## config.mk

```make
export PLATFORM = sky130hd
export DESIGN_NAME = fuzzy_name_match_score
export DESIGN_NICKNAME = d
export VERILOG_FILES = /design/src/fnms_pkg.sv /design/src/fuzzy_name_match_score.sv /design/src/fnms_cfg.sv /design/src/fnms_ctrl.sv /design/src/fnms_dp.sv
export SDC_FILE = /design/constraint.sdc
export NUM_CORES = 1
export LEC_CHECK = 0
export BUFFER_PORTS_ARGS = -buffer_cell sky130_fd_sc_hd__clkbuf_2
export CAP_MARGIN = 10
export CORE_MARGIN = 3
export CORE_UTILIZATION = 40
export DETAILED_ROUTE_END_ITERATION = 8
export PLACE_DENSITY = 0.64
export RECOVER_POWER = 25
export SYNTH_ARGS = -nofsm -noshare
export SYNTH_HDL_FRONTEND = slang
export SYNTH_SLANG_ARGS = --single-unit
export TNS_END_PERCENT = 20
```

## constraint.sdc

```tcl
create_clock -name clk_i -period 5.25 [get_ports clk_i]
set_input_delay 0.2625 -clock clk_i [delete_from_list [all_inputs] [get_ports clk_i]]
set_output_delay 0.2625 -clock clk_i [all_outputs]
set_load 0.05 [all_outputs]
```

## src/fnms_pkg.sv

```systemverilog
// Shared types, constants and helpers for the fuzzy name match scorer.
// No dependencies; imported by every module of the block.
`timescale 1ns / 1ps
`default_nettype none

package fnms_pkg;

  // Field and counter widths
  localparam int CHAR_W     = 16;
  localparam int POS_W      = 5;
  localparam int CNT_W      = 6;
  localparam int SUBCNT_W   = 5;
  localparam int SCORE_W    = 6;
  localparam int LEN_W      = 5;
  localparam int WORD_W     = 64;
  localparam int NUM_WORDS  = 4;
  localparam int UNIT_LIMIT = 16;
  localparam int UNIT_IDX_W = 4;
  localparam int UNITS_PER_WORD = WORD_W / CHAR_W;

  // Default query capacity
  localparam int QUERY_MAX_DEF = 16;

  // Name count stops here
  localparam logic [POS_W-1:0] NAME_COUNT_SAT = 5'd17;

  // APB register map
  localparam int APB_ADDR_W = 6;
  localparam int APB_DATA_W = 64;
  localparam logic [2:0] REG_QUERY_LENGTH = 3'd0;
  localparam logic [2:0] REG_QUERY_LOW    = 3'd1;
  localparam logic [2:0] REG_QUERY_MID    = 3'd2;
  localparam logic [2:0] REG_QUERY_UPPER  = 3'd3;
  localparam logic [2:0] REG_QUERY_TOP    = 3'd4;

  // Controller to datapath commands
  typedef struct packed {
    logic step;   // take one name character
    logic load;   // form the score and clear per-name state
  } fnms_cmd_t;

  // Fold ASCII upper case to lower case
  function automatic logic [CHAR_W-1:0] fold_unit(input logic [CHAR_W-1:0] c);
    logic [CHAR_W-1:0] r;
    r = c;
    if (c >= 16'h0041 && c <= 16'h005A) begin
      r = c + 16'h0020;
    end
    return r;
  endfunction

endpackage

`default_nettype wire

```

## src/fuzzy_name_match_score.sv

```systemverilog
// Timing: a character is taken at the edge that accepts it; the score and
// m_axis_tvalid are registered together as ST_SCORE, entered after the final
// character, completes; later while an earlier score still waits for m_axis_tready.
// Throughput: one character per cycle in ST_RUN; s_axis_tready is low in ST_SCORE
// after each name. Reset clears per-name state, query registers and valid.
// Top level: ties fnms_cfg, fnms_ctrl and fnms_dp together; depends on fnms_pkg.
`timescale 1ns / 1ps
`default_nettype none

module fuzzy_name_match_score #(
  parameter int QUERY_MAX = fnms_pkg::QUERY_MAX_DEF
) (
  input  wire logic                              clk_i,
  input  wire logic                              rst_ni,
  // APB configuration port
  input  wire logic                              psel,
  input  wire logic                              penable,
  input  wire logic                              pwrite,
  input  wire logic [fnms_pkg::APB_ADDR_W-1:0]   paddr,
  input  wire logic [fnms_pkg::APB_DATA_W-1:0]   pwdata,
  output logic      [fnms_pkg::APB_DATA_W-1:0]   prdata,
  output logic                                   pready,
  // Name character stream
  input  wire logic                              s_axis_tvalid,
  output logic                                   s_axis_tready,
  input  wire logic [15:0]                       s_axis_tdata,  // [15:0] name_char
  input  wire logic                              s_axis_tlast,  // name_last
  // Score stream
  output logic                                   m_axis_tvalid,
  input  wire logic                              m_axis_tready,
  output logic      [7:0]                        m_axis_tdata   // [5:0] match_score, [7:6] 0
);
  import fnms_pkg::*;

  logic [LEN_W-1:0]                 query_len;
  logic [NUM_WORDS-1:0][WORD_W-1:0] query_words;
  fnms_cmd_t                        cmd;
  logic [SCORE_W-1:0]               score;

  fnms_cfg u_cfg (
    .clk_i         (clk_i),
    .rst_ni        (rst_ni),
    .psel          (psel),
    .penable       (penable),
    .pwrite        (pwrite),
    .paddr         (paddr),
    .pwdata        (pwdata),
    .prdata        (prdata),
    .pready        (pready),
    .query_len_o   (query_len),
    .query_words_o (query_words)
  );

  fnms_ctrl u_ctrl (
    .clk_i       (clk_i),
    .rst_ni      (rst_ni),
    .in_valid_i  (s_axis_tvalid),
    .in_last_i   (s_axis_tlast),
    .in_ready_o  (s_axis_tready),
    .out_valid_o (m_axis_tvalid),
    .out_ready_i (m_axis_tready),
    .cmd_o       (cmd)
  );

  fnms_dp #(
    .QUERY_MAX (QUERY_MAX)
  ) u_dp (
    .clk_i         (clk_i),
    .rst_ni        (rst_ni),
    .cmd_i         (cmd),
    .name_char_i   (s_axis_tdata[CHAR_W-1:0]),
    .query_len_i   (query_len),
    .query_words_i (query_words),
    .score_o       (score)
  );

  assign m_axis_tdata = {{(8-SCORE_W){1'b0}}, score};

endmodule

`default_nettype wire

```

## src/fnms_cfg.sv

```systemverilog
// Configuration register file on an APB-style port: query length and
// the four query character words. Depends on fnms_pkg.
`timescale 1ns / 1ps
`default_nettype none

module fnms_cfg (
  input  wire logic                              clk_i,
  input  wire logic                              rst_ni,
  input  wire logic                              psel,
  input  wire logic                              penable,
  input  wire logic                              pwrite,
  input  wire logic [fnms_pkg::APB_ADDR_W-1:0]   paddr,
  input  wire logic [fnms_pkg::APB_DATA_W-1:0]   pwdata,
  output logic      [fnms_pkg::APB_DATA_W-1:0]   prdata,
  output logic                                   pready,
  output logic      [fnms_pkg::LEN_W-1:0]        query_len_o,
  output logic      [fnms_pkg::NUM_WORDS-1:0][fnms_pkg::WORD_W-1:0] query_words_o
);
  import fnms_pkg::*;

  logic [LEN_W-1:0]                 len_q;
  logic [NUM_WORDS-1:0][WORD_W-1:0] words_q;
  logic [2:0]                       reg_idx;
  logic                             wr_en;

  assign reg_idx = paddr[APB_ADDR_W-1:3];
  assign wr_en   = psel & penable & pwrite;
  assign pready  = 1'b1;

  // Write registers on the access cycle
  always_ff @(posedge clk_i or negedge rst_ni) begin
    if (!rst_ni) begin
      len_q   <= '0;
      words_q <= '0;
    end else if (wr_en) begin
      case (reg_idx)
        REG_QUERY_LENGTH: len_q      <= pwdata[LEN_W-1:0];
        REG_QUERY_LOW:    words_q[0] <= pwdata;
        REG_QUERY_MID:    words_q[1] <= pwdata;
        REG_QUERY_UPPER:  words_q[2] <= pwdata;
        REG_QUERY_TOP:    words_q[3] <= pwdata;
        default: ;
      endcase
    end
  end

  // Read back
  always_comb begin
    case (reg_idx)
      REG_QUERY_LENGTH: prdata = {{(APB_DATA_W-LEN_W){1'b0}}, len_q};
      REG_QUERY_LOW:    prdata = words_q[0];
      REG_QUERY_MID:    prdata = words_q[1];
      REG_QUERY_UPPER:  prdata = words_q[2];
      REG_QUERY_TOP:    prdata = words_q[3];
      default:          prdata = '0;
    endcase
  end

  assign query_len_o   = len_q;
  assign query_words_o = words_q;

endmodule

`default_nettype wire

```

## src/fnms_ctrl.sv

```systemverilog
// Controller: accepts name characters, sequences the scoring cycle and
// owns the output valid flag. Depends on fnms_pkg.
`timescale 1ns / 1ps
`default_nettype none

module fnms_ctrl (
  input  wire logic                clk_i,
  input  wire logic                rst_ni,
  input  wire logic                in_valid_i,
  input  wire logic                in_last_i,
  output logic                     in_ready_o,
  output logic                     out_valid_o,
  input  wire logic                out_ready_i,
  output fnms_pkg::fnms_cmd_t      cmd_o
);
  import fnms_pkg::*;

  typedef enum logic [1:0] {
    ST_RUN   = 2'b01,
    ST_SCORE = 2'b10
  } state_e;

  state_e state_q, state_d;
  logic   out_valid_q, out_valid_d;
  logic   slot_free;

  assign slot_free = !out_valid_q || out_ready_i;

  // Next state and commands
  always_comb begin
    state_d    = state_q;
    in_ready_o = 1'b0;
    cmd_o      = '0;
    case (state_q)
      ST_RUN: begin
        in_ready_o = 1'b1;
        cmd_o.step = in_valid_i;
        if (in_valid_i && in_last_i) begin
          state_d = ST_SCORE;
        end
      end
      ST_SCORE: begin
        if (slot_free) begin
          cmd_o.load = 1'b1;
          state_d    = ST_RUN;
        end
      end
      default: begin
        state_d = ST_RUN;
      end
    endcase
  end

  // Hold the result until the sink takes it
  always_comb begin
    out_valid_d = out_valid_q;
    if (cmd_o.load) begin
      out_valid_d = 1'b1;
    end else if (out_ready_i) begin
      out_valid_d = 1'b0;
    end
  end

  always_ff @(posedge clk_i or negedge rst_ni) begin
    if (!rst_ni) begin
      state_q     <= ST_RUN;
      out_valid_q <= 1'b0;
    end else begin
      state_q     <= state_d;
      out_valid_q <= out_valid_d;
    end
  end

  assign out_valid_o = out_valid_q;

endmodule

`default_nettype wire

```

## src/fnms_dp.sv

```systemverilog
// Datapath: query comparators, ordered and subsequence counters,
// equality flags and the score register. Depends on fnms_pkg.
`timescale 1ns / 1ps
`default_nettype none

module fnms_dp #(
  parameter int QUERY_MAX = fnms_pkg::QUERY_MAX_DEF
) (
  input  wire logic                              clk_i,
  input  wire logic                              rst_ni,
  input  wire fnms_pkg::fnms_cmd_t               cmd_i,
  input  wire logic [fnms_pkg::CHAR_W-1:0]       name_char_i,
  input  wire logic [fnms_pkg::LEN_W-1:0]        query_len_i,
  input  wire logic [fnms_pkg::NUM_WORDS-1:0][fnms_pkg::WORD_W-1:0] query_words_i,
  output logic      [fnms_pkg::SCORE_W-1:0]      score_o
);
  import fnms_pkg::*;

  localparam logic [POS_W-1:0] QMAX_POS = POS_W'(QUERY_MAX);

  logic [CHAR_W-1:0]     unit [UNIT_LIMIT];
  logic [UNIT_LIMIT-1:0] fold_eq;
  logic [UNIT_LIMIT-1:0] cand;
  logic [CHAR_W-1:0]     fc;
  logic [POS_W-1:0]      m;
  logic                  found;
  logic [POS_W-1:0]      pick;

  logic [POS_W-1:0]    opos_q, opos_d;
  logic                oprev_q, oprev_d;
  logic [CNT_W-1:0]    ocnt_q, ocnt_d;
  logic [POS_W-1:0]    spos_q, spos_d;
  logic [SUBCNT_W-1:0] scnt_q, scnt_d;
  logic [POS_W-1:0]    ncnt_q, ncnt_d;
  logic                exact_q, exact_d;
  logic                folded_q, folded_d;
  logic [SCORE_W-1:0]  score_q, score_d;

  logic [CHAR_W-1:0]  cur_unit;
  logic               prev_kept;
  logic [CNT_W:0]     ocnt_sum;
  logic [CNT_W-1:0]   best;

  // Clamp the query length to the capacity
  assign m  = (query_len_i > QMAX_POS) ? QMAX_POS : query_len_i;
  assign fc = fold_unit(name_char_i);

  // One comparator per query unit
  for (genvar k = 0; k < UNIT_LIMIT; k++) begin : g_lane
    assign unit[k] = query_words_i[k / UNITS_PER_WORD][(k % UNITS_PER_WORD)*CHAR_W +: CHAR_W];
    if (k < QUERY_MAX) begin : g_used
      assign fold_eq[k] = (fold_unit(unit[k]) == fc);
      assign cand[k]    = fold_eq[k] && (POS_W'(k) >= opos_q) && (POS_W'(k) < m);
    end else begin : g_unused
      assign fold_eq[k] = 1'b0;
      assign cand[k]    = 1'b0;
    end
  end

  // Pick the lowest matching unit at or past the ordered position
  always_comb begin
    found = 1'b0;
    pick  = '0;
    for (int k = UNIT_LIMIT - 1; k >= 0; k--) begin
      if (cand[k]) begin
        found = 1'b1;
        pick  = POS_W'(k);
      end
    end
  end

  assign cur_unit  = unit[ncnt_q[UNIT_IDX_W-1:0]];
  assign prev_kept = oprev_q && found && (pick == opos_q);
  assign ocnt_sum  = {1'b0, ocnt_q} + (CNT_W+1)'(1) + (CNT_W+1)'(prev_kept);
  assign best      = (ocnt_q > CNT_W'(scnt_q)) ? ocnt_q : CNT_W'(scnt_q);

  // Per-name state update
  always_comb begin
    opos_d   = opos_q;
    oprev_d  = oprev_q;
    ocnt_d   = ocnt_q;
    spos_d   = spos_q;
    scnt_d   = scnt_q;
    ncnt_d   = ncnt_q;
    exact_d  = exact_q;
    folded_d = folded_q;
    score_d  = score_q;
    if (cmd_i.load) begin
      // Form the score, then clear for the next name
      if (exact_q && ncnt_q == m) begin
        score_d = {m, 1'b1};
      end else if (folded_q && ncnt_q == m) begin
        score_d = {m, 1'b0};
      end else begin
        score_d = best;
      end
      opos_d   = '0;
      oprev_d  = 1'b0;
      ocnt_d   = '0;
      spos_d   = '0;
      scnt_d   = '0;
      ncnt_d   = '0;
      exact_d  = 1'b1;
      folded_d = 1'b1;
    end else if (cmd_i.step) begin
      // Whole-name equality
      if (ncnt_q < m) begin
        if (cur_unit != name_char_i) begin
          exact_d = 1'b0;
        end
        if (fold_unit(cur_unit) != fc) begin
          folded_d = 1'b0;
        end
      end else begin
        exact_d  = 1'b0;
        folded_d = 1'b0;
      end
      if (ncnt_q < NAME_COUNT_SAT) begin
        ncnt_d = ncnt_q + POS_W'(1);
      end
      // Ordered count with bonus for back-to-back hits
      if (opos_q < m) begin
        if (found) begin
          ocnt_d  = ocnt_sum[CNT_W] ? {CNT_W{1'b1}} : ocnt_sum[CNT_W-1:0];
          oprev_d = 1'b1;
          opos_d  = pick + POS_W'(1);
        end else begin
          opos_d  = m;
          oprev_d = 1'b0;
        end
      end
      // Plain subsequence count
      if (spos_q < m && fold_eq[spos_q[UNIT_IDX_W-1:0]]) begin
        scnt_d = scnt_q + SUBCNT_W'(1);
        spos_d = spos_q + POS_W'(1);
      end
    end
  end

  always_ff @(posedge clk_i or negedge rst_ni) begin
    if (!rst_ni) begin
      opos_q   <= '0;
      oprev_q  <= 1'b0;
      ocnt_q   <= '0;
      spos_q   <= '0;
      scnt_q   <= '0;
      ncnt_q   <= '0;
      exact_q  <= 1'b1;
      folded_q <= 1'b1;
    end else begin
      opos_q   <= opos_d;
      oprev_q  <= oprev_d;
      ocnt_q   <= ocnt_d;
      spos_q   <= spos_d;
      scnt_q   <= scnt_d;
      ncnt_q   <= ncnt_d;
      exact_q  <= exact_d;
      folded_q <= folded_d;
    end
  end

  // Result register, no reset needed
  always_ff @(posedge clk_i) begin
    score_q <= score_d;
  end

  assign score_o = score_q;

endmodule

`default_nettype wire

```

**Word level (Yosys, flattened, before mapping)**

Index checks and enable logic that the tools add are counted.

- Reduce and logical (&&, ||, !) cells: 77
- $lt $le $gt $ge: 76
- Bitwise operators: 3
- Add/sub/neg operators: 24
- Equal/unequal tests: 30
- Muxes and demuxes: 102

Operator list:

| operator | number |
|---|---|
| 16-bit two-way mux | 23 |
| 64-bit case mux with 5 select lines | 1 |
| 16-bit by 6-bit adder with 16-bit output (second input constant) | 18 |
| 16-bit by 7-bit greater-or-equal comparator with 1-bit output (second input constant) | 18 |
| 16-bit by 7-bit less-or-equal comparator with 1-bit output (second input constant) | 18 |
| 16-bit == test | 16 |
| 5-bit two-way mux | 14 |
| 16-bit binary-select mux with 4-bit select | 1 |
| 4-bit two-way mux | 16 |
| 1-bit logical AND | 56 |
| 6-bit two-way mux | 8 |
| 4-bit by 5-bit greater-or-equal comparator with 1-bit output (first input constant) | 8 |
| 4-bit by 5-bit less-than comparator with 1-bit output (first input constant) | 8 |
| 1-bit two-way mux | 35 |
| 16-bit inequality test | 2 |
| 2-bit AND reduction | 11 |
| 3-bit by 5-bit greater-or-equal comparator with 1-bit output (first input constant) | 4 |
| 3-bit by 5-bit less-than comparator with 1-bit output (first input constant) | 4 |
| 5-bit by 1-bit adder with 5-bit output (second input constant) | 3 |
| 5-bit less-than comparator | 3 |
| 2-bit nonzero test | 6 |
| 1-bit by 5-bit greater-or-equal comparator with 1-bit output (first input constant) | 2 |
| 2-bit by 5-bit greater-or-equal comparator with 1-bit output (first input constant) | 2 |
| 1-bit by 5-bit less-than comparator with 1-bit output (first input constant) | 2 |
| other kinds (27) | 33 |

- Output and inout bits: 75
- Bits in registers: 299
- Logic and storage cells: 329

**Longest topological paths before layout**

Gate-level depths: netlist of the first run.

- Word-level depth: 30
- Mapped depth: 21
- Depth with buffers taken out: 19

**Cells and area by module**

From an unflattened synthesis of the first run, not the netlist that was laid out.

- Cell total of the unflattened synthesis: 2050
- Area total of the unflattened synthesis: 22183.8 µm²

By module, submodules not included:

| module | times used | area each (µm²) | cells each |
|---|---|---|---|
| fnms_cfg | 1 | 11609.9 | 798 |
| fnms_dp | 1 | 10408.7 | 1236 |
| fnms_ctrl | 1 | 146.4 | 13 |
| fuzzy_name_match_score | 1 | 18.8 | 3 |

**Least setup slack after synthesis of the first run**

OpenSTA, ideal clock, no wires.

- Path kind: input port to flip-flop
- Start: input port s_axis_tdata[12]
- End: register u_dp.ocnt_q[4]
- Data required time: 5.112 ns
- Slack: 0.636 ns
- Path buffers: 2
- Data arrival time: 4.476 ns
- Library setup time: 0.138 ns
- Cell stages on the path: 19
- Path through: buf_4 > or4_4 > or4_4 > o21ai_2 > buf_6 > xor2_1 > nor4_1 > a2111oi_2 > nor4b_1 > o21ai_2 > xnor2_1 > a2111oi_0 > nand3_1 > ha_1 > inv_1 > ha_1 > nand3_1 > nor4b_1 > a211oi_1

- Word-level cells in the longest chain between the ends: 30
- Elaborated cells between the ends (all ways): 96
- Those cells by class: add/sub: 2; order compare: 2; eq/ne: 17; mux: 38; reduce/logical: 37

RTL lines:

| item | RTL line | source |
|---|---|---|
| start, declared | fuzzy_name_match_score.sv:26 | `input wire logic [15:0] s_axis_tdata,` |
| 16-bit by 7-bit greater-or-equal comparator with 1-bit output / 16-bit by 7-bit less-or-equal comparator with 1-bit output (equally long branches) | fnms_pkg.sv:46 | `if (c >= 16'h0041 && c <= 16'h005A) begin` |
| 1-bit logical AND | fnms_pkg.sv:46 |  |
| 16-bit two-way mux (*) | fnms_pkg.sv:46 |  |
| 16-bit == test | fnms_dp.sv:52 | `assign fold_eq[k] = (fold_unit(unit[k]) == fc);` |
| 1-bit logical AND (2 in a row) | fnms_dp.sv:53 | `assign cand[k] = fold_eq[k] && (POS_W'(k) >= opos_q) && (POS_W'(k) < m);` |
| 4-bit two-way mux / 1-bit two-way mux (equally long branches) (16 in a row) | fnms_dp.sv:65 | `if (cand[k]) begin` |
| 4-bit by 5-bit == test with 1-bit output / 1-bit logical AND (equally long branches) | fnms_dp.sv:73 | `assign prev_kept = oprev_q && found && (pick == opos_q);` |
| 1-bit logical AND | fnms_dp.sv:73 |  |
| 7-bit by 1-bit adder with 7-bit output | fnms_dp.sv:74 | `assign ocnt_sum = {1'b0, ocnt_q} + (CNT_W+1)'(1) + (CNT_W+1)'(prev_kept);` |
| 6-bit two-way mux | fnms_dp.sv:124 | `ocnt_d = ocnt_sum[CNT_W] ? {CNT_W{1'b1}} : ocnt_sum[CNT_W-1:0];` |
| 6-bit two-way mux | fnms_dp.sv:123 | `if (found) begin` |
| 6-bit two-way mux | fnms_dp.sv:122 | `if (opos_q < m) begin` |
| 6-bit two-way mux | fnms_dp.sv:105 | `end else if (cmd_i.step) begin` |
| 6-bit two-way mux | fnms_dp.sv:88 | `if (cmd_i.load) begin` |
| end signal, assigned | fnms_dp.sv:153 | `ocnt_q <= ocnt_d;` |
| end, declared | fnms_dp.sv:31 | `logic [CNT_W-1:0] ocnt_q, ocnt_d;` |

Mark *: on every way between the ends. The rest lies on a longest branch, timed or not. The select of a mux whose other input is x is not followed.
A chain may end at the register's enable or synchronous reset.

**Final worst setup path of the first run**

- Start: register u_cfg.words_q, in the netlist u_cfg.query_words_o[28]
- End: register u_dp.ocnt_q[4]

- Word-level cells in the longest chain between the ends: 16
- Elaborated cells between the ends (all ways): 23
- Those cells by class: add/sub: 2; order compare: 2; eq/ne: 2; mux: 10; reduce/logical: 7

RTL lines:

| item | RTL line | source |
|---|---|---|
| start, declared | fnms_cfg.sv:22 | `logic [NUM_WORDS-1:0][WORD_W-1:0] words_q;` |
| 16-bit by 7-bit greater-or-equal comparator with 1-bit output / 16-bit by 7-bit less-or-equal comparator with 1-bit output (equally long branches) | fnms_pkg.sv:46 |  |
| 1-bit logical AND | fnms_pkg.sv:46 |  |
| 16-bit two-way mux (*) | fnms_pkg.sv:46 |  |
| 16-bit == test (*) | fnms_dp.sv:52 |  |
| 1-bit logical AND (*) (2 in a row) | fnms_dp.sv:53 |  |
| 4-bit two-way mux / 1-bit two-way mux (equally long branches) (2 in a row) | fnms_dp.sv:65 |  |
| 4-bit by 5-bit == test with 1-bit output / 1-bit logical AND (equally long branches) | fnms_dp.sv:73 |  |
| 1-bit logical AND | fnms_dp.sv:73 |  |
| 7-bit by 1-bit adder with 7-bit output | fnms_dp.sv:74 |  |
| 6-bit two-way mux | fnms_dp.sv:124 |  |
| 6-bit two-way mux | fnms_dp.sv:123 |  |
| 6-bit two-way mux | fnms_dp.sv:122 |  |
| 6-bit two-way mux | fnms_dp.sv:105 |  |
| 6-bit two-way mux | fnms_dp.sv:88 |  |

Marks and branches as above.

==> impl_metrics.json, run 1 <==
{
  "status": "finished with violations",
  "violations": "max-capacitance violations, max-slew violations",
  "synth_top_family_by_area": "multiplexers",
  "die_h_um": 239,
  "cellPowerDensity_mw_per_mm2": 422,
  "synth_top_area_cell": "dfrtp_1",
  "syn_avg_cell_area_um2": 10.5,
  "crit_slowest_cell": "nor4_1",
  "cts_buffers": 34,
  "worstSetupPathType": "reg2reg",
  "grt_pass1_vias": 19600,
  "rsz0062_at_grt": "false",
  "setup_viol": 0,
  "yosys.area_share.adder_pct": 2.43,
  "grt_max_degree": 157,
  "clkLatencyLatePin_ns": 0.56,
  "drt_iter0_drc": 2382,
  "first_pass_iters": 7,
  "clock-sinks": 299,
  "root_buffer": "clkbuf_16",
  "fmax_mhz": 203,
  "yosysTopAreaCellShare_pct": 33.5,
  "path_cells": "nor4_1 -> buf_4 -> a41oi_1 -> xnor2_1 -> and4_1 -> a22oi_1 -> and3_1 -> o21ai_2 -> xnor2_1 -> a2111oi_0 -> nand3_1 -> ha_1 -> inv_1 -> ha_1 -> nand3_1 -> nor4b_1 -> a211oi_1",
  "tightest_slew_ns": 3.51,
  "worst_ep_arrival_time_ns": 5.36,
  "seq_area_mm2": 0.00752,
  "rows": 84,
  "die_w_um": 239,
  "critPathMaxStageDelay_ns": 0.97,
  "yosys_most_used_dff": "dfrtp_1",
  "startpoint_type": "register",
  "final_nets": 2470,
  "ys_seq_area_share_pct": 34.7,
  "clk_pin_slew_ns": 0.06,
  "crit_fanout": 5,
  "stdcell_count": 3051,
  "hold_viol": 0,
  "async_flop_share_pct": 98.0,
  "dp_hpwl_um": 75500,
  "drt-vias-per-instance": 6.64,
  "muxShareOfSynthArea_pct": 21.2,
  "slew_violations": 229,
  "synth-edff-count": 6,
  "wirelength_um": 100000,
  "required_ns": 5.67,
  "synth_compound_area_share_pct": 14.4,
  "drc": 0,
  "layout_common_cells": "dfrtp_1 (288), mux2_2 (257), xnor2_1 (166)",
  "synth-simple-area-share_pct": 12.4,
  "gp_congestion": 1.08,
  "fin_setup_tns_ns": 0,
  "final_antenna_net_count": 0,
  "io_buffer_count": 162,
  "skew_ns": 0.0133,
  "syn_to_final_growth_pct": 18.5,
  "multi_input_area_mm2": 0.0134,
  "clk_path_buf_depth": 3,
  "avgRoutedWirePerCell_um": 32.8,
  "grt_overflow": 0,
  "setup.worst_path.end_class": "register",
  "start_util_pct": 40.8,
  "synthTopCellsByArea": "dfrtp_1 (34%), mux2_2 (13%), xnor2_1 (6.7%), mux4_2 (6.6%), xor2_1 (4.4%)",
  "cap_viol_max_count": 3,
  "syn_area_mm2": 0.0217,
  "synth_xor_area_share_pct": 11.2,
  "synth_cells": 2066,
  "h-tree-depth": 2,
  "period_needed_ns": 4.94,
  "ys_ff_latch": 299,
  "die_area_mm2": 0.0570,
  "vdd_drop_max_v": 0.000305,
  "drive_above_1_share_pct": 30.9,
  "ioPinCount": 169,
  "layout_commonest_cell": "dfrtp_1",
  "cts_tree": "built",
  "yosysUniqueCellTypes": 92,
  "p_leak_nw": 10.8,
  "grt_usage_pct": 34.6,
  "grt_pass1_wl_um": 143000,
  "vias": 20300,
  "fin_crit_sh_pct": 94.0,
  "hp-class": "in2reg",
  "antenna_found_initial": 4,
  "coreArea_mm2": 0.0531,
  "dpl.cell_count": 2933,
  "yosysWarnings": 0,
  "maxSlewHeadroom_pct": -134,
  "n_fill_cell": 4920
}
-- critical path, delay by kind of cell, from the launching register on --
| family | cells | cell delay [ns] |
|---|---|---|
| buffers and inverters | 2 | 0.33 |
| adders and majority gates | 2 | 0.37 |
| DFF | 1 | 0.49 |
| and+or+nand+nor | 6 | 2.16 |
| xor gates and xnor gates | 2 | 0.34 |
| AOI/OAI and AO/OA | 5 | 1.09 |
-- through the flow --
| stage | utilization [%] | total power [mW] | area (um2) | worst slack (ns) | hold WS, ns |
|---|---|---|---|---|---|
| final | 48.4 | 10.8 | 25700 | 0.315 | 0.0182 |
| after global routing | 48.3 | 11.2 | 25700 | 0.0387 | 0.0238 |
| after CTS | 48.3 | 10.7 | 25700 | 0.263 | 0.00106 |
| after detailed placement | 45.2 | 8.22 | 24000 | 0.130 | 0.307 |
| after global placement | 45.2 | 8.15 | 24000 | 0.251 | 0.306 |
| after floorplan | - | 6.38 | 21700 | 0.636 | -0.0331 |
-- sequential cells by signal, summed over array words and instances (netlist names), 2 cells and up --
name / flops
u_ctrl.state_q: 2
u_dp.scnt_q: 5
u_dp.spos_q: 5
u_cfg.query_words_o: 256
u_dp.ocnt_q: 6
u_cfg.query_len_o: 5
u_dp.ncnt_q: 5
u_dp.score_o: 6
u_dp.opos_q: 5
-- final cells by class --
class,instances,area share (%)
Timing Repair Buffer,369,9.79
Clock inverter,12,0.405
Multi-Input combinational cell,1573,52.3
Inverter,57,0.834
Antenna cell,4,0.0390
Sequential cell,299,29.3
Clock buffer,49,3.94
Tap cell,688,3.35
-- what timing repair did --
action                     4_1_cts  5_1_grt
setup buffers                    0        0
resized for setup                0        5
hold buffers                    53        0
setup endpoints to repair        0        5
hold endpoints to repair       251        0
-- cells by family after synthesis --
logic type | count (synthesis)
DFF | 299
xor gates and xnor gates | 276
buffers and inverters | 195
muxes | 347
and+or+nand+nor | 493
adders and majority gates | 42
other | 2
AOI/OAI and AO/OA | 412
-- power by group --
| part | internal [mW] | total (mW) | leakage (nW) | switching, mW |
|---|---|---|---|---|
| Sequential | 2.74 | 4.04 | 3.78 | 1.30 |
| Clock | 1.40 | 2.43 | 0.553 | 1.03 |
| Combinational | 2.03 | 4.37 | 6.47 | 2.34 |
-- synth_stat cells (6+ instances only) --
cell and number:
a221o_1 52, nand2b_1 14, o211ai_1 9, o2bb2ai_1 6
a21o_1 15, nor4_1 54, nor3_1 48, inv_1 55
clkbuf_1 98, mux4_2 63, mux2_2 257, a22o_1 49
ha_1 42, nor2b_1 12, buf_2 10, a2bb2oi_1 9
buf_1 21, o22ai_1 18, a41oi_1 16, nor4b_1 9
nand3_1 36, a21oi_1 51, dfrtp_1 290, o31ai_1 7
o21ai_0 49, xnor2_1 166, edfxtp_1 6, or3_1 10
and3_1 11, nand4_1 42, mux2i_1 27, and4_1 7
nand2_1 96, a211oi_1 22, a22oi_1 20, xor2_1 109
buf_4 6, o21a_1 9, nor2_1 95, or4_1 20
a31oi_1 24
-- final timing paths --
kind	startpoint	end	cells after the start	slack, ns
setup / recovery	u_cfg.query_words_o[28]	u_dp.ocnt_q[4]	17	0.31
setup reg to reg	u_cfg.query_words_o[28]	u_dp.ocnt_q[4]	17	0.31
hold / removal	pwdata[2]	u_cfg.query_len_o[2]	2	0.02
min in group asynchronous	rst_ni	u_cfg.query_len_o[2]	2	0.28
hold reg to reg	u_dp.oprev_q	u_dp.oprev_q	1	0.49
max in group asynchronous	rst_ni	u_cfg.query_words_o[237]	3	1.06
-- per-layer routing --
metal	global-route usage, %	share of wire, %	vias to the layer above
li1	-	-	8402
met1	45.2	39	10200
met2	53.8	44	1265
met3	8.34	10	346
met4	17.8	6.2	8
met5	0	0.036	-
(Power assumes the default switching activity.)
==> run 2, diff against run 1 <==
--- a/config.mk
+++ b/config.mk
@@ -8,9 +8,10 @@
 export BUFFER_PORTS_ARGS = -buffer_cell sky130_fd_sc_hd__clkbuf_2
 export CAP_MARGIN = 10
 export CORE_MARGIN = 3
-export CORE_UTILIZATION = 40
+export CORE_UTILIZATION = 53
 export DETAILED_ROUTE_END_ITERATION = 8
-export PLACE_DENSITY = 0.64
+export HOLD_SLACK_MARGIN = 0.05
+export PLACE_DENSITY = 0.79
 export RECOVER_POWER = 25
 export SYNTH_ARGS = -nofsm -noshare
 export SYNTH_HDL_FRONTEND = slang
==> constraint.sdc (replaced) <==
create_clock -name clk_i -period 6.2 [get_ports clk_i]
set_input_delay 0.31 -clock clk_i [delete_from_list [all_inputs] [get_ports clk_i]]
set_output_delay 0.31 -clock clk_i [all_outputs]
set_load 0.05 [all_outputs]
==> impl_metrics.json, run 2 (same netlist as run 1, synthesis figures left out) <==
{
  "cts_resized": 0,
  "die_area_mm2": 0.0433,
  "gp_congestion": 1.05,
  "power_mw": 8.80,
  "clkLatencyLatePin_ns": 0.60,
  "crit_fanout": 5,
  "vias": 20300,
  "fin_crit_sh_pct": 85.4,
  "first_pass_iters": 6,
  "dpl.cell_count": 2665,
  "period_needed_ns": 5.29,
  "root_buffer": "clkbuf_16",
  "p_leak_nw": 10.3,
  "layout_commonest_cell": "dfrtp_1",
  "worstSetupPathType": "reg2reg",
  "whs_ns": 0.0687,
  "post-place-ws_ns": 0.707,
  "cts_tree": "built",
  "avgRoutedWirePerCell_um": 34.0,
  "multi_input_area_mm2": 0.0134,
  "p_sw_mw": 3.80,
  "violations": "max-capacitance violations, max-slew violations",
  "vdd_drop_max_v": 0.000324,
  "h-tree-depth": 1,
  "setup_ws_ns": 0.907,
  "status": "finished with violations",
  "stdcell_count": 2788,
  "grt_pass1_vias": 19400,
  "ioPinCount": 169,
  "skew_ns": 0.0205,
  "hold_viol": 0,
  "rsz0062_at_grt": "false",
  "antenna_found_initial": 5,
  "startpoint_type": "register",
  "p_sw_share_pct": 43.2,
  "largest_register_ffs": 256,
  "coreArea_mm2": 0.0400,
  "grt_overflow": 0,
  "setup.worst_path.end_class": "register",
  "final_nets": 2373,
  "drive_above_1_share_pct": 26.9,
  "n_fill_cell": 3254,
  "comb_power_share_pct": 38.4,
  "fin_setup_tns_ns": 0,
  "drt_iter0_drc": 2709,
  "dp_hpwl_um": 69700,
  "clk_path_buf_depth": 3,
  "clk_pin_slew_ns": 0.06,
  "hp-class": "in2reg",
  "rows": 73,
  "seq_area_mm2": 0.00752,
  "setup_viol": 0,
  "layout_common_cells": "dfrtp_1 (288), mux2_2 (257), xnor2_1 (166)",
  "grt_pass1_wl_um": 136000,
  "cap_viol_max_count": 2,
  "start_util_pct": 54.1,
  "cts_buffers": 30,
  "p_seq_share_pct": 40.4,
  "tightest_slew_ns": 2.99,
  "clock-sinks": 299,
  "p_int_mw": 5.00,
  "required_ns": 6.61,
  "wirelength_um": 94800,
  "die_w_um": 208,
  "slew_violations": 296,
  "final_antenna_net_count": 0,
  "fmax_mhz": 189,
  "die_h_um": 208,
  "syn_to_final_growth_pct": 13.8,
  "p_clk_share_pct": 21.1,
  "grt_max_degree": 178,
  "drt-vias-per-instance": 7.26,
  "cellPowerDensity_mw_per_mm2": 357,
  "io_buffer_count": 162,
  "drc": 0,
  "maxSlewHeadroom_pct": -99.4,
  "worst_ep_arrival_time_ns": 5.71,
  "grt_usage_pct": 42.5
}
-- run 2: cell types whose count changed in the layout (fill, tap and decap cells not counted), moves of 5 or more --
cell           change
buf_4            -103
dlygate4sd3_1     +12
clkbuf_16          -7
clkinv_2           -5
-- run 2: timing repair --
action / in CTS / in global routing
hold endpoints to repair: 363 / 0
endpoints found under the setup margin: 0 / 0
hold buffers: 65 / 0
buffers inserted: 0 / 0
-- run 2: path summary, 6_finish.rpt --
check	start	end	slack (ns)	depth (start not counted)
max in group asynchronous	rst_ni	u_cfg.query_words_o[123]	1.29	3
min reg2reg	u_dp.oprev_q	u_dp.oprev_q	0.49	1
max reg2reg	u_cfg.query_words_o[249]	u_dp.ocnt_q[4]	0.91	18
max	u_cfg.query_words_o[249]	u_dp.ocnt_q[4]	0.91	18
min in group asynchronous	rst_ni	u_cfg.query_len_o[4]	1.14	2
min	pwdata[22]	u_cfg.query_words_o[22]	0.07	3
-- run 2: metrics by stage --
step                cell area [um2]  utilization, %
floorplan                     21700               -
global placement              23000            57.5
detailed placement            23000            57.5
CTS                           24700            61.7
global route                  24600            61.6
finish                        24600            61.6
-- run 2: power groups by stage --
stage	sequential (mW)	clock, mW	combinational (mW)
detailed placement	3.49	0	3.27
global route	3.52	1.96	3.60
CTS	3.45	1.88	3.32
finish	3.56	1.86	3.38
global placement	3.48	0	3.20
floorplan	2.75	0	2.66
-- run 2: worst max-delay path: stages (launching register included) --
cell	delay [ns]
dfrtp_1	0.54
or4b_1	0.56
nor4_1	0.48
a31oi_1	0.21
a211o_1	0.34
a2111oi_2	0.36
buf_4	0.21
a2111oi_2	0.08
nor4b_1	0.36
o21ai_2	0.12
xnor2_1	0.13
a2111oi_0	0.41
nand3_1	0.18
ha_1	0.21
inv_1	0.07
ha_1	0.20
nand3_1	0.17
nor4b_1	0.38
a211oi_1	0.09
-- run 2: layout make-up --
type                    count  area share, %
flip-flops and latches    299           30.5
repair buffers            276           7.49
well taps                 525           2.67
clock buffers              49           3.58
inverters                  57          0.869
clock inverters             5          0.452
multi-input cells        1573           54.4
diodes                      4         0.0406
-- run 2: metal layers --
| metal | part of all wire [%] | GRT usage [%] |
|---|---|---|
| met1 | 36 | 55.0 |
| met2 | 43 | 64.7 |
| met3 | 12 | 10.5 |
| met4 | 8.6 | 25.4 |
| met5 | 0.047 | 0 |
